===== src/rtl/swos_pkg.sv =====
// Package with the shared types and constants of the weighted order selector.
`timescale 1ns / 1ps
`default_nettype none
package swos_pkg;

    localparam int PRIO_W = 16;
    localparam int WGT_W  = 16;
    localparam int TAG_W  = 8;
    localparam int RND_W  = 31;
    localparam int OP_W   = 2;

    typedef enum logic [OP_W-1:0] {
        OP_LOAD  = 2'd0,
        OP_DRAW  = 2'd1,
        OP_CLEAR = 2'd2
    } op_t;

    typedef struct packed {
        logic [PRIO_W-1:0] prio;
        logic [WGT_W-1:0]  weight;
        logic [TAG_W-1:0]  tag;
    } rec_t;

    typedef enum logic [2:0] {
        CELL_HOLD,
        CELL_TAKE_NEXT,
        CELL_LOAD,
        CELL_CLEAR,
        CELL_KILL
    } cell_mode_t;

    typedef enum logic [3:0] {
        S_IDLE,
        S_EXEC,
        S_MIN,
        S_SUM,
        S_DIV,
        S_SEL0,
        S_SEL1,
        S_REMOVE,
        S_OUT
    } state_t;

endpackage
`default_nettype wire


===== src/rtl/swos_if.sv =====
// Handshake interfaces for the input and result channels of the selector.
`timescale 1ns / 1ps
`default_nettype none
interface swos_in_if;
    logic        valid;
    logic        ready;
    logic [1:0]  opcode;
    logic [15:0] rec_priority;
    logic [15:0] rec_weight;
    logic [7:0]  rec_tag;
    logic [30:0] random_value;

    modport source (output valid, opcode, rec_priority, rec_weight, rec_tag, random_value,
                    input ready);
    modport sink (input valid, opcode, rec_priority, rec_weight, rec_tag, random_value,
                  output ready);
endinterface

interface swos_out_if;
    logic        valid;
    logic        ready;
    logic [7:0]  out_tag;
    logic [15:0] out_priority;
    logic [15:0] out_weight;
    logic        none_left;
    logic        final_record;
    logic        store_full;

    modport source (output valid, out_tag, out_priority, out_weight, none_left,
                    final_record, store_full, input ready);
    modport sink (input valid, out_tag, out_priority, out_weight, none_left,
                  final_record, store_full, output ready);
endinterface
`default_nettype wire


===== src/rtl/swos_cell.sv =====
// One record cell of the chain: holds a record and its live bit.
`timescale 1ns / 1ps
`default_nettype none
module swos_cell (
    input  wire                  clk,
    input  wire                  rst_n,
    input  swos_pkg::cell_mode_t mode,
    input  swos_pkg::rec_t       next_rec,
    input  wire                  next_live,
    input  swos_pkg::rec_t       load_rec,
    output swos_pkg::rec_t       rec,
    output logic                 live
);
    import swos_pkg::*;

    rec_t rec_reg;
    rec_t rec_next;
    logic live_reg;
    logic live_next;

    always_comb
    begin
        rec_next  = rec_reg;
        live_next = live_reg;
        case (mode)
            CELL_HOLD:
            begin
                rec_next  = rec_reg;
                live_next = live_reg;
            end
            CELL_TAKE_NEXT:
            begin
                rec_next  = next_rec;
                live_next = next_live;
            end
            CELL_LOAD:
            begin
                rec_next  = load_rec;
                live_next = 1'b1;
            end
            CELL_CLEAR, CELL_KILL:
            begin
                live_next = 1'b0;
            end
            default:
            begin
                live_next = live_reg;
            end
        endcase
    end

    always_ff @(posedge clk or negedge rst_n)
    begin
        if (!rst_n)
        begin
            live_reg <= 1'b0;
        end
        else
        begin
            live_reg <= live_next;
        end
    end

    always_ff @(posedge clk)
    begin
        rec_reg <= rec_next;
    end

    assign rec  = rec_reg;
    assign live = live_reg;
endmodule
`default_nettype wire


===== src/rtl/srv_weighted_order_selector.sv =====
// Top level of the weighted service-record selector: cell chain and sequencer.
//
//   channel | role   | beat carries
//   in_ch   | sink   | opcode, rec_priority, rec_weight, rec_tag, random_value
//   out_ch  | source | out_tag, out_priority, out_weight, none_left, final_record, store_full
//
// A load's result passes the execute and result steps into the output register,
// and a clear holds the input for its execute step after acceptance. A draw
// runs from acceptance to result through these steps:
// the record chain rotates once to find the lowest priority, once to sum its
// weights and twice to pick the record, and the modulo runs one bit a cycle
// over 31 bits.
// Reset clears the live bits and the count at once; no clearing pass is needed.
// The result waits in an output register, so a stalled sink only holds the
// sequencer at its final step.
`timescale 1ns / 1ps
`default_nettype none
module srv_weighted_order_selector #(
    parameter int MAX_RECORDS = 16
) (
    input  wire        clk,
    input  wire        rst_n,
    swos_in_if.sink    in_ch,
    swos_out_if.source out_ch
);
    import swos_pkg::*;

    localparam int IDX_W = $clog2(MAX_RECORDS);
    localparam int CNT_W = $clog2(MAX_RECORDS + 1);
    localparam int SUM_W = WGT_W + $clog2(MAX_RECORDS);
    localparam int REM_W = SUM_W + 1;
    localparam int BIT_W = $clog2(RND_W);

    // Cell chain. Each cell takes its upper neighbour on a rotation, so after
    // t rotations the head cell holds the record of slot t.
    cell_mode_t cell_mode [MAX_RECORDS];
    rec_t       cell_rec  [MAX_RECORDS];
    logic       cell_live [MAX_RECORDS];
    rec_t       load_rec;

    genvar gi;
    generate
        for (gi = 0; gi < MAX_RECORDS; gi++)
        begin : g_cell
            swos_cell u_cell (
                .clk       (clk),
                .rst_n     (rst_n),
                .mode      (cell_mode[gi]),
                .next_rec  (cell_rec[(gi + 1) % MAX_RECORDS]),
                .next_live (cell_live[(gi + 1) % MAX_RECORDS]),
                .load_rec  (load_rec),
                .rec       (cell_rec[gi]),
                .live      (cell_live[gi])
            );
        end
    endgenerate

    state_t            state_reg, state_next;
    logic [CNT_W-1:0]  count_reg, count_next;
    logic [IDX_W-1:0]  k_reg, k_next;
    logic [IDX_W-1:0]  sel_reg, sel_next;
    logic [BIT_W-1:0]  bit_reg, bit_next;
    logic              found_reg, found_next;
    logic [PRIO_W-1:0] min_reg, min_next;
    logic [SUM_W-1:0]  sum_reg, sum_next;
    logic [SUM_W-1:0]  run_reg, run_next;
    logic [REM_W-1:0]  rem_reg, rem_next;

    logic [OP_W-1:0]   op_reg, op_next;
    rec_t              item_reg, item_next;
    logic [RND_W-1:0]  rnd_reg, rnd_next;

    rec_t              res_rec_reg, res_rec_next;
    logic              res_none_reg, res_none_next;
    logic              res_final_reg, res_final_next;
    logic              res_full_reg, res_full_next;

    logic              out_valid_reg, out_valid_next;
    rec_t              out_rec_reg, out_rec_next;
    logic              out_none_reg, out_none_next;
    logic              out_final_reg, out_final_next;
    logic              out_full_reg, out_full_next;

    rec_t              head_rec;
    logic              head_live;
    logic              scan_last;
    logic [REM_W-1:0]  divisor;
    logic [REM_W:0]    trial;
    logic              qualify;

    assign head_rec  = cell_rec[0];
    assign head_live = cell_live[0];
    assign scan_last = (k_reg == IDX_W'(MAX_RECORDS - 1));
    assign divisor   = {1'b0, sum_reg} + REM_W'(1);
    assign trial     = {rem_reg, rnd_reg[bit_reg]};
    assign load_rec  = item_reg;

    always_ff @(posedge clk or negedge rst_n)
    begin
        if (!rst_n)
        begin
            state_reg <= S_IDLE;
        end
        else
        begin
            state_reg <= state_next;
        end
    end

    always_comb
    begin
        state_next     = state_reg;
        count_next     = count_reg;
        k_next         = k_reg;
        sel_next       = sel_reg;
        bit_next       = bit_reg;
        found_next     = found_reg;
        min_next       = min_reg;
        sum_next       = sum_reg;
        run_next       = run_reg;
        rem_next       = rem_reg;
        op_next        = op_reg;
        item_next      = item_reg;
        rnd_next       = rnd_reg;
        res_rec_next   = res_rec_reg;
        res_none_next  = res_none_reg;
        res_final_next = res_final_reg;
        res_full_next  = res_full_reg;
        out_valid_next = out_valid_reg && !out_ch.ready;
        out_rec_next   = out_rec_reg;
        out_none_next  = out_none_reg;
        out_final_next = out_final_reg;
        out_full_next  = out_full_reg;
        qualify        = 1'b0;
        for (int i = 0; i < MAX_RECORDS; i++)
        begin
            cell_mode[i] = CELL_HOLD;
        end

        case (state_reg)
            S_IDLE:
            begin
                if (in_ch.valid)
                begin
                    op_next     = in_ch.opcode;
                    item_next   = '{prio: in_ch.rec_priority, weight: in_ch.rec_weight,
                                    tag: in_ch.rec_tag};
                    rnd_next    = in_ch.random_value;
                    state_next  = S_EXEC;
                end
            end
            S_EXEC:
            begin
                res_rec_next   = '0;
                res_none_next  = 1'b0;
                res_final_next = 1'b0;
                res_full_next  = 1'b0;
                state_next     = S_IDLE;
                case (op_reg)
                    OP_LOAD:
                    begin
                        if (count_reg == CNT_W'(MAX_RECORDS))
                        begin
                            res_full_next = 1'b1;
                        end
                        else
                        begin
                            for (int i = 0; i < MAX_RECORDS; i++)
                            begin
                                if (CNT_W'(i) == count_reg)
                                begin
                                    cell_mode[i] = CELL_LOAD;
                                end
                            end
                            count_next = count_reg + CNT_W'(1);
                        end
                        state_next = S_OUT;
                    end
                    OP_DRAW:
                    begin
                        if (count_reg == '0)
                        begin
                            res_none_next = 1'b1;
                            state_next    = S_OUT;
                        end
                        else
                        begin
                            min_next   = '1;
                            k_next     = '0;
                            state_next = S_MIN;
                        end
                    end
                    OP_CLEAR:
                    begin
                        for (int i = 0; i < MAX_RECORDS; i++)
                        begin
                            cell_mode[i] = CELL_CLEAR;
                        end
                        count_next = '0;
                    end
                    default:
                    begin
                        state_next = S_IDLE;
                    end
                endcase
            end
            S_MIN:
            begin
                for (int i = 0; i < MAX_RECORDS; i++)
                begin
                    cell_mode[i] = CELL_TAKE_NEXT;
                end
                if (head_live && head_rec.prio < min_reg)
                begin
                    min_next = head_rec.prio;
                end
                k_next = k_reg + IDX_W'(1);
                if (scan_last)
                begin
                    k_next     = '0;
                    sum_next   = '0;
                    state_next = S_SUM;
                end
            end
            S_SUM:
            begin
                for (int i = 0; i < MAX_RECORDS; i++)
                begin
                    cell_mode[i] = CELL_TAKE_NEXT;
                end
                if (head_live && head_rec.prio == min_reg)
                begin
                    sum_next = sum_reg + SUM_W'(head_rec.weight);
                end
                k_next = k_reg + IDX_W'(1);
                if (scan_last)
                begin
                    k_next     = '0;
                    rem_next   = '0;
                    bit_next   = BIT_W'(RND_W - 1);
                    state_next = S_DIV;
                end
            end
            S_DIV:
            begin
                // Restoring remainder, one dividend bit a cycle.
                if (trial >= {1'b0, divisor})
                begin
                    rem_next = REM_W'(trial - {1'b0, divisor});
                end
                else
                begin
                    rem_next = REM_W'(trial);
                end
                bit_next = bit_reg - BIT_W'(1);
                if (bit_reg == '0)
                begin
                    run_next   = '0;
                    found_next = 1'b0;
                    k_next     = '0;
                    state_next = S_SEL0;
                end
            end
            S_SEL0, S_SEL1:
            begin
                for (int i = 0; i < MAX_RECORDS; i++)
                begin
                    cell_mode[i] = CELL_TAKE_NEXT;
                end
                // The first pass walks the zero-weight records, the second the rest.
                qualify = head_live && (head_rec.prio == min_reg) &&
                          ((head_rec.weight == '0) == (state_reg == S_SEL0));
                if (qualify)
                begin
                    run_next = run_reg + SUM_W'(head_rec.weight);
                    if (!found_reg && ({1'b0, run_next} >= rem_reg))
                    begin
                        found_next   = 1'b1;
                        sel_next     = k_reg;
                        res_rec_next = head_rec;
                    end
                end
                k_next = k_reg + IDX_W'(1);
                if (scan_last)
                begin
                    k_next     = '0;
                    state_next = (state_reg == S_SEL0) ? S_SEL1 : S_REMOVE;
                end
            end
            S_REMOVE:
            begin
                for (int i = 0; i < MAX_RECORDS; i++)
                begin
                    if (i == MAX_RECORDS - 1)
                    begin
                        cell_mode[i] = CELL_KILL;
                    end
                    else if (IDX_W'(i) >= sel_reg)
                    begin
                        cell_mode[i] = CELL_TAKE_NEXT;
                    end
                end
                count_next     = count_reg - CNT_W'(1);
                res_final_next = (count_reg == CNT_W'(1));
                state_next     = S_OUT;
            end
            S_OUT:
            begin
                if (!out_valid_reg || out_ch.ready)
                begin
                    out_valid_next = 1'b1;
                    out_rec_next   = res_rec_reg;
                    out_none_next  = res_none_reg;
                    out_final_next = res_final_reg;
                    out_full_next  = res_full_reg;
                    state_next     = S_IDLE;
                end
            end
            default:
            begin
                state_next = S_IDLE;
            end
        endcase
    end

    always_ff @(posedge clk or negedge rst_n)
    begin
        if (!rst_n)
        begin
            count_reg     <= '0;
            out_valid_reg <= 1'b0;
        end
        else
        begin
            count_reg     <= count_next;
            out_valid_reg <= out_valid_next;
        end
    end

    always_ff @(posedge clk)
    begin
        k_reg         <= k_next;
        sel_reg       <= sel_next;
        bit_reg       <= bit_next;
        found_reg     <= found_next;
        min_reg       <= min_next;
        sum_reg       <= sum_next;
        run_reg       <= run_next;
        rem_reg       <= rem_next;
        op_reg        <= op_next;
        item_reg      <= item_next;
        rnd_reg       <= rnd_next;
        res_rec_reg   <= res_rec_next;
        res_none_reg  <= res_none_next;
        res_final_reg <= res_final_next;
        res_full_reg  <= res_full_next;
        out_rec_reg   <= out_rec_next;
        out_none_reg  <= out_none_next;
        out_final_reg <= out_final_next;
        out_full_reg  <= out_full_next;
    end

    assign in_ch.ready         = (state_reg == S_IDLE);
    assign out_ch.valid        = out_valid_reg;
    assign out_ch.out_tag      = out_rec_reg.tag;
    assign out_ch.out_priority = out_rec_reg.prio;
    assign out_ch.out_weight   = out_rec_reg.weight;
    assign out_ch.none_left    = out_none_reg;
    assign out_ch.final_record = out_final_reg;
    assign out_ch.store_full   = out_full_reg;

    // The count never passes the depth of the chain.
    a_count_bound: assert property (@(posedge clk) disable iff (!rst_n)
        count_reg <= CNT_W'(MAX_RECORDS))
        else $error("record count beyond store depth");

    // Between items the head cell is live exactly when records are held.
    a_head_live: assert property (@(posedge clk) disable iff (!rst_n)
        (state_reg == S_IDLE) |-> (cell_live[0] == (count_reg != '0)))
        else $error("head cell live bit disagrees with record count");

    // Removing a record always leads straight to the result step.
    a_remove_out: assert property (@(posedge clk) disable iff (!rst_n)
        (state_reg == S_REMOVE) |=> (state_reg == S_OUT))
        else $error("remove step not followed by result step");

    // An empty-store result carries no record and no final flag.
    a_none_clean: assert property (@(posedge clk) disable iff (!rst_n)
        (out_valid_reg && out_none_reg) |-> (!out_final_reg && out_rec_reg == '0))
        else $error("empty-store result carries record data");
endmodule
`default_nettype wire


===== src/flat_wrapper.sv =====
// flat-port wrapper written by rule: the top's interface ports become plain ports
module srv_weighted_order_selector_flat import swos_pkg::*;
#(
    parameter int MAX_RECORDS = 16
)
  (clk, rst_n, in_ch_valid, in_ch_opcode, in_ch_rec_priority, in_ch_rec_weight, in_ch_rec_tag, in_ch_random_value, in_ch_ready, out_ch_valid, out_ch_out_tag, out_ch_out_priority, out_ch_out_weight, out_ch_none_left, out_ch_final_record, out_ch_store_full, out_ch_ready);
  swos_in_if in_ch_i ();
  swos_out_if out_ch_i ();
  input  wire clk;
  input  wire rst_n;
  input wire logic [$bits(in_ch_i.valid)-1:0] in_ch_valid;
  input wire logic [$bits(in_ch_i.opcode)-1:0] in_ch_opcode;
  input wire logic [$bits(in_ch_i.rec_priority)-1:0] in_ch_rec_priority;
  input wire logic [$bits(in_ch_i.rec_weight)-1:0] in_ch_rec_weight;
  input wire logic [$bits(in_ch_i.rec_tag)-1:0] in_ch_rec_tag;
  input wire logic [$bits(in_ch_i.random_value)-1:0] in_ch_random_value;
  output wire logic [$bits(in_ch_i.ready)-1:0] in_ch_ready;
  output wire logic [$bits(out_ch_i.valid)-1:0] out_ch_valid;
  output wire logic [$bits(out_ch_i.out_tag)-1:0] out_ch_out_tag;
  output wire logic [$bits(out_ch_i.out_priority)-1:0] out_ch_out_priority;
  output wire logic [$bits(out_ch_i.out_weight)-1:0] out_ch_out_weight;
  output wire logic [$bits(out_ch_i.none_left)-1:0] out_ch_none_left;
  output wire logic [$bits(out_ch_i.final_record)-1:0] out_ch_final_record;
  output wire logic [$bits(out_ch_i.store_full)-1:0] out_ch_store_full;
  input wire logic [$bits(out_ch_i.ready)-1:0] out_ch_ready;
  assign in_ch_i.valid = in_ch_valid;
  assign in_ch_i.opcode = in_ch_opcode;
  assign in_ch_i.rec_priority = in_ch_rec_priority;
  assign in_ch_i.rec_weight = in_ch_rec_weight;
  assign in_ch_i.rec_tag = in_ch_rec_tag;
  assign in_ch_i.random_value = in_ch_random_value;
  assign in_ch_ready = in_ch_i.ready;
  assign out_ch_valid = out_ch_i.valid;
  assign out_ch_out_tag = out_ch_i.out_tag;
  assign out_ch_out_priority = out_ch_i.out_priority;
  assign out_ch_out_weight = out_ch_i.out_weight;
  assign out_ch_none_left = out_ch_i.none_left;
  assign out_ch_final_record = out_ch_i.final_record;
  assign out_ch_store_full = out_ch_i.store_full;
  assign out_ch_i.ready = out_ch_ready;
  srv_weighted_order_selector #(.MAX_RECORDS(MAX_RECORDS)) u_core (.clk(clk), .rst_n(rst_n), .in_ch(in_ch_i), .out_ch(out_ch_i));
endmodule

===== config.mk =====
export PLATFORM = sky130hd
export DESIGN_NAME = srv_weighted_order_selector_flat
export DESIGN_NICKNAME = d
export VERILOG_FILES = /design/src/rtl/swos_pkg.sv /design/src/rtl/swos_if.sv /design/src/rtl/swos_cell.sv /design/src/rtl/srv_weighted_order_selector.sv /design/src/flat_wrapper.sv
export SDC_FILE = /design/constraint.sdc
export NUM_CORES = 1
export LEC_CHECK = 0
export BUFFER_PORTS_ARGS = -buffer_cell sky130_fd_sc_hd__buf_4
export CAP_MARGIN = 20
export CORE_ASPECT_RATIO = 2
export CORE_MARGIN = 2
export CORE_UTILIZATION = 30
export CTS_BUF_LIST = sky130_fd_sc_hd__clkbuf_2 sky130_fd_sc_hd__clkbuf_4 sky130_fd_sc_hd__clkbuf_8
export CTS_CLUSTER_DIAMETER = 60
export CTS_CLUSTER_SIZE = 12
export DETAILED_ROUTE_END_ITERATION = 12
export GPL_TIMING_DRIVEN = 0
export PLACE_DENSITY = 0.5
export SYNTH_ARGS = -nofsm -noshare
export SYNTH_HDL_FRONTEND = slang
export SYNTH_SLANG_ARGS = --single-unit

===== constraint.sdc =====
create_clock -name clk -period 6.1 [get_ports clk]
set_input_delay 1.22 -clock clk [delete_from_list [all_inputs] [get_ports clk]]
set_output_delay 1.22 -clock clk [all_outputs]
set_load 0.005 [all_outputs]

==> Word level (Yosys, flattened, before mapping) <==
Cells that the tools add are included.
Widths: inputs -> output; s select.
{ "op_classes": {"addsub": 8, "order_cmp": 19, "n_eq_ne": 108, "muxes": 113, "reduce_logical": 83} }
{ "op_table": {"columns": ["operator", "n"], "rows": [
  ["$pmux 40 s2", 17],
  ["$pmux 48 s3", 1],
  ["$eq 3x2->1 const B", 32],
  ["$pmux 48 s2", 1],
  ["$mux 20", 4],
  ["$mux 40", 2],
  ["$pmux 20 s2", 2],
  ["$reduce_bool 3->1", 17],
  ["$eq 3x1->1 const B", 16],
  ["$eq 3x3->1 const B", 16],
  ["$mux 16", 3],
  ["$mux 48", 1],
  ["$pmux 1 s3", 16],
  ["$mux 4", 11],
  ["$reduce_bool 2->1", 22],
  ["$mux 21", 2],
  ["$pmux 21 s2", 1],
  ["$add 20x16->20", 2],
  ["$eq 4x5->1 const A", 8],
  ["$reduce_or 2->1", 17],
  ["$mux 2", 16],
  ["$pmux 16 s2", 1],
  ["$pmux 4 s8", 1],
  ["$pmux 5 s2", 3],
  ["other kinds (47)", 119]
]} }
{ "totals": {"reg_bits": 916, "input_bits": 77, "output_inout_bits": 45, "elab_cells": 423} }

==> Logic depth before layout (Yosys ltp) <==
{ "logic_depth": {"word_depth": 8, "depth_mapped": 18, "depth_no_buf": 17} }

==> Cells and area by module <==
Synthesis repeated with hierarchy kept, for this count alone.
{ "unflattened": {"hier_cells": 2704, "hier_area_um2": 42768.5} }
{ "by_module_without_submodules": {"columns": ["mod", "instances", "cells_each", "area_per_inst_um2", "seq_area_each_um2"], "rows": [
  ["swos_cell", 16, 94, 1789.2, 1226.2],
  ["srv_weighted_order_selector", 1, 1200, 14141.1, 7757.4]
]} }

==> Worst setup path before layout <==
No wires, ideal clock.
{ "synth_path": {"kind": "reg-to-reg", "startpoint": "register u_core.g_cell[0].u_cell.rec_reg, in the netlist u_core.g_cell[0].u_cell.rec[8]", "endpoint": "register u_core.res_rec_reg[0] (netlist bit), enable pin", "setup_time_ns": 0.379, "arrival_ns": 4.011, "required_ns": 5.721, "slack_ns": 1.710, "path_stages_with_launch": 18, "path_buffers": 0, "period_less_slack_ns": 4.390, "path_cell_list": "edfxtp_1 > ha_1 > inv_1 > fa_1 > nor2b_1 > o31a_1 > o41ai_2 > o31ai_1 > a21oi_1 > xnor2_1 > ha_1 > and4_1 > nand2_1 > nor2_1 > o2bb2ai_1 > o21ai_0 > nor4_1 > or2_2"} }
{ "synth_between": {"elab_chain_cells": 5, "elab_cells_between_ends": 9, "classes_between": "add/sub: 1; order compare: 1; eq/ne: 3; reduce/logical: 4"} }
{ "synth_lines": {"columns": ["item", "line_no", "text"], "rows": [
  ["start: declaration", "swos_cell.sv:16", "rec_t rec_reg;"],
  ["start signal: assignment", "swos_cell.sv:66", "rec_reg <= rec_next;"],
  ["$add 20x16->20 or $logic_not 16->1 (tied branches)", "srv_weighted_order_selector.sv:275, srv_weighted_order_selector.sv:272", null],
  ["$ge 20x21->1 or $eq 1x1->1 (tied branches)", "srv_weighted_order_selector.sv:276, srv_weighted_order_selector.sv:272", null],
  ["$logic_and 1x1->1 (on tied branches)", "srv_weighted_order_selector.sv:276, srv_weighted_order_selector.sv:271", null],
  ["$ne 2x1->1 (no source line)", null, null],
  ["$reduce_and 3->1 (no source line) (*)", null, null],
  ["end signal: assignment", "srv_weighted_order_selector.sv:353", "res_rec_reg <= res_rec_next;"],
  ["end: declaration", "srv_weighted_order_selector.sv:73", "rec_t res_rec_reg, res_rec_next;"]
]} }
Mark *: on every way between the ends. The rest lies on a longest branch, timed or not.
A chain may end at the register's enable or synchronous reset.

==> Final worst setup path <==
{ "layout_path": {"startpoint": "register u_core.g_cell[0].u_cell.rec_reg, in the netlist u_core.g_cell[0].u_cell.rec[9]", "endpoint": "register u_core.res_rec_reg[4] (netlist bit), enable pin"} }
The elaborated chain is that of the path after synthesis.

==> metrics.cfg <==
[global_route]
antenna_found_initial = 5
gr-usage-met1_pct = 15.5
grtUsageMet3_pct = 1.85
grt_pass1_wl_um = 164000
grt-busiest-layer = met2
first_global_vias = 25300
grt-ovfl-total = 0
grt_usage_pct = 15.8
grt_max_degree = 45
global_route.usage.met2_pct = 32.2

[setup_path]
crit_arrival_ns = 6.11
crit_start = u_core.g_cell[0].u_cell.rec[9]
worstSetupPathType = reg2reg
end_kind = register
cp.required_ns = 6.57
crit_slowest_cell = nor4_2
crit-reg2reg-launch = u_core.g_cell[0].u_cell.rec[9]
cpLargestDelayFamily = simple AND/OR/NAND/NOR gates
crit_buf_inv = 2
crit_chain = inv_1 > fa_1 > nor2b_1 > o31a_1 > o41ai_2 > o31ai_1 > a21oi_1 > xnor2_1 > ha_1 > and4_1 > nand2_1 > nor2_1 > o2bb2ai_1 > o21ai_0 > nor4_2 > or2_4 > buf_12
cp-start-kind = register
max_stage_delay_ns = 0.67
worstPathMaxFanout = 21

[drt]
via_per_inst = 4.76
firstDrtPassIters = 5
antenna_left = 0
first_iter_violations = 1344
num_vias = 23200
wl_um = 113000
drc_errors = 0
routedWlPerCell_um = 23.2

[layout]
nets = 3166
stdcell_count = 4870
layout-area-overhead-vs-synth_pct = 12.7
fin_area_mm2 = 0.0474
layout.area.seq_mm2 = 0.0274
multi_input_area_mm2 = 0.0140
layout-drive-gt1-share_pct = 32.4
post-route-util_pct = 34.0
largest_reg_flops = 640
fillCellCount = 13900

[synth]
synth_ff_type = edfxtp_1
synth-xor-area-share_pct = 1.48
synth_warnings = 0
synth_compound_area_share_pct = 4.57
synth_cell_types = 68
synth-simple-area-share_pct = 5.11
syn_inst = 2733
synth_mux_area_share_pct = 17.6
synth_area_mm2 = 0.0420
ys_async_sr_fraction_pct = 2.84
synth_nets = 2941
postSynthAreaPerCell_um2 = 15.4
seq_area_frac_synth_pct = 65.2
synth_top_family_by_area = multiplexers
synth-edff-count = 890
ys_ff_latch = 916
synth_fa_ha_area_share_pct = 3.96

[sta]
rsz0062_at_grt = false
setup_viol = 0
fmax_mhz = 178
slew_headroom_pct = 38.9
drv_slew = 0
period_minus_slack_ns = 5.63
layout_setup_ws_ns = 0.467
tightest_slew_ns = 0.913
fin_crit_sh_pct = 92.3
hold_viol = 0
fin_skew_ns = 0.0677

[cts]
cts.clk_slew.worst_paths_ns = 0.10
root_buffer = clkbuf_8
hold_buffers = 0
clock_sinks = 916
cts_setup_buffers = 0
clock_path_buffers = 3
cts_buffers = 89
clk_latency_ns = 0.81
htree_num_levels = 3
cts_tree = yes

[placed_design]
dpl.cell_count = 4729
portBuffers = 121
placed_area_mm2 = 0.0457
post-place-ws_ns = -0.0162
hpwlAfterDp_um = 81000
gp_congestion = 0.865

[power]
p_leak_nw = 16.0
powerDensity_mw_per_mm2 = 553
ir_drop_mv = 0.421

[floorplanning]
num_rows = 194
start_util_pct = 30.2
coreArea_mm2 = 0.139
io_pins = 122
die_y_um = 533
die_area_mm2 = 0.143
die_width_um = 269

[hold_path]
hp-class = in2async

[job]
drv_cap = 0

[outcome]
status = finished, final reports clean

cell usage after synthesis (5+ instances only):
library cell / count / area share [%]
buf_4: 5 / 0.089
nand4_1: 19 / 0.28
o211ai_1: 8 / 0.14
nand2b_1: 10 / 0.15
xnor2_1: 30 / 0.63
a21oi_1: 80 / 0.95
or2_2: 5 / 0.074
ha_1: 128 / 3.8
nand2_1: 92 / 0.82
and3_1: 15 / 0.22
a31oi_1: 10 / 0.15
a211oi_1: 16 / 0.29
dfrtp_1: 26 / 1.5
xor2_1: 41 / 0.85
nor2b_1: 15 / 0.22
nor3_1: 20 / 0.24
o31ai_1: 17 / 0.30
edfxtp_1: 890 / 64
inv_1: 82 / 0.73
mux2_2: 640 / 17
nor4_1: 12 / 0.18
nor2_1: 110 / 0.98
buf_1: 46 / 0.41
o21ai_0: 90 / 1.1
clkbuf_1: 84 / 0.75
o21bai_1: 5 / 0.089
or3_1: 16 / 0.24
mux2i_1: 10 / 0.24
and2_1: 62 / 0.92
buf_2: 8 / 0.095
a21o_1: 21 / 0.38
o21a_1: 15 / 0.27
nand3_1: 41 / 0.49
cells by family (layout without fill, tap and decap cells):
| group | count (synthesis) | after routing |
|---|---|---|
| AO/OA/AOI/OAI | 302 | 302 |
| XOR/XNOR | 71 | 71 |
| adder cells (fa/ha/maj) | 131 | 131 |
| buffers and inverters | 225 | 498 |
| flip-flops | 916 | 916 |
| multiplexers | 655 | 655 |
| other | 0 | 2 |
| AND/OR/NAND/NOR | 433 | 433 |
cells in the final DEF (no fill, tap or decap), types with 14 or more instances in the layout:
| master | synthesis | layout |
|---|---|---|
| nand3_1 | 41 | 41 |
| a211oi_1 | 16 | 15 |
| clkbuf_8 | 0 | 91 |
| o31ai_1 | 17 | 17 |
| buf_4 | 5 | 127 |
| nand4_1 | 19 | 19 |
| ha_1 | 128 | 113 |
| clkbuf_4 | 0 | 37 |
| inv_1 | 82 | 82 |
| nand2_1 | 92 | 92 |
| nor3_1 | 20 | 20 |
| or3_1 | 16 | 16 |
| dfrtp_1 | 26 | 26 |
| o21a_1 | 15 | 15 |
| and3_1 | 15 | 14 |
| and2_1 | 62 | 62 |
| buf_1 | 46 | 46 |
| nor2_1 | 110 | 109 |
| edfxtp_1 | 890 | 890 |
| o21ai_0 | 90 | 88 |
| mux2_2 | 640 | 640 |
| xnor2_1 | 30 | 30 |
| a21oi_1 | 80 | 80 |
| a21o_1 | 21 | 21 |
| clkbuf_1 | 84 | 83 |
| nor2b_1 | 15 | 14 |
| xor2_1 | 41 | 41 |
per-stage QoR:
| stage | hold WS, ns | setup TNS, ns | power (mW) |
|---|---|---|---|
| 6_report | 0.360 | 0 | 26.2 |
| 5_1_grt | 0.345 | 0 | 27.7 |
| 4_1_cts | 0.288 | 0 | 26.8 |
| 3_5_place_dp | 0.405 | -0.229 | 22.8 |
| 3_3_place_gp | 0.404 | -49.54 | 22.4 |
| 2_1_floorplan | 0.400 | 0 | 18.5 |
power by group:
part	internal [mW]	switching, mW
registers	11.6	1.27
clock network	1.62	2.22
logic	3.75	5.73
timing repair:
action,in CTS,in global routing
resized for setup,1,1
setup endpoints to repair,20,20
pin swaps,0,0
final cells by class:
| type | instances | share of cell area, % |
|---|---|---|
| sequential | 916 | 57.8 |
| inverter | 82 | 0.650 |
| multi-input combinational | 1592 | 29.5 |
| clock inverter | 11 | 0.201 |
| antenna | 2 | 0.0106 |
| clock buffer | 128 | 3.23 |
| buffer | 143 | 1.20 |
| tap | 1862 | 4.92 |
| timing repair buffer | 134 | 2.46 |
worst paths after layout:
check	to	slack [ns]	depth (start not counted)
max reg2reg	u_core.res_rec_reg[4]	0.47	17
min	u_core.g_cell[9].u_cell.live	0.36	1
min reg2reg	u_core.out_ch.out_tag[4]	0.41	0
min in group clk	u_core.out_ch.out_tag[4]	0.41	0
max	u_core.res_rec_reg[4]	0.47	17
max in group asynchronous	u_core.g_cell[11].u_cell.live	5.38	1
per-layer routing:
layer / wire (µm) / vias to the layer above
li1: - / 10800
met1: 39100 / 11800
met2: 65900 / 450
met3: 3280 / 188
met4: 4750 / 0
met5: 0 / -
Power figures use the tool's default switching activity.
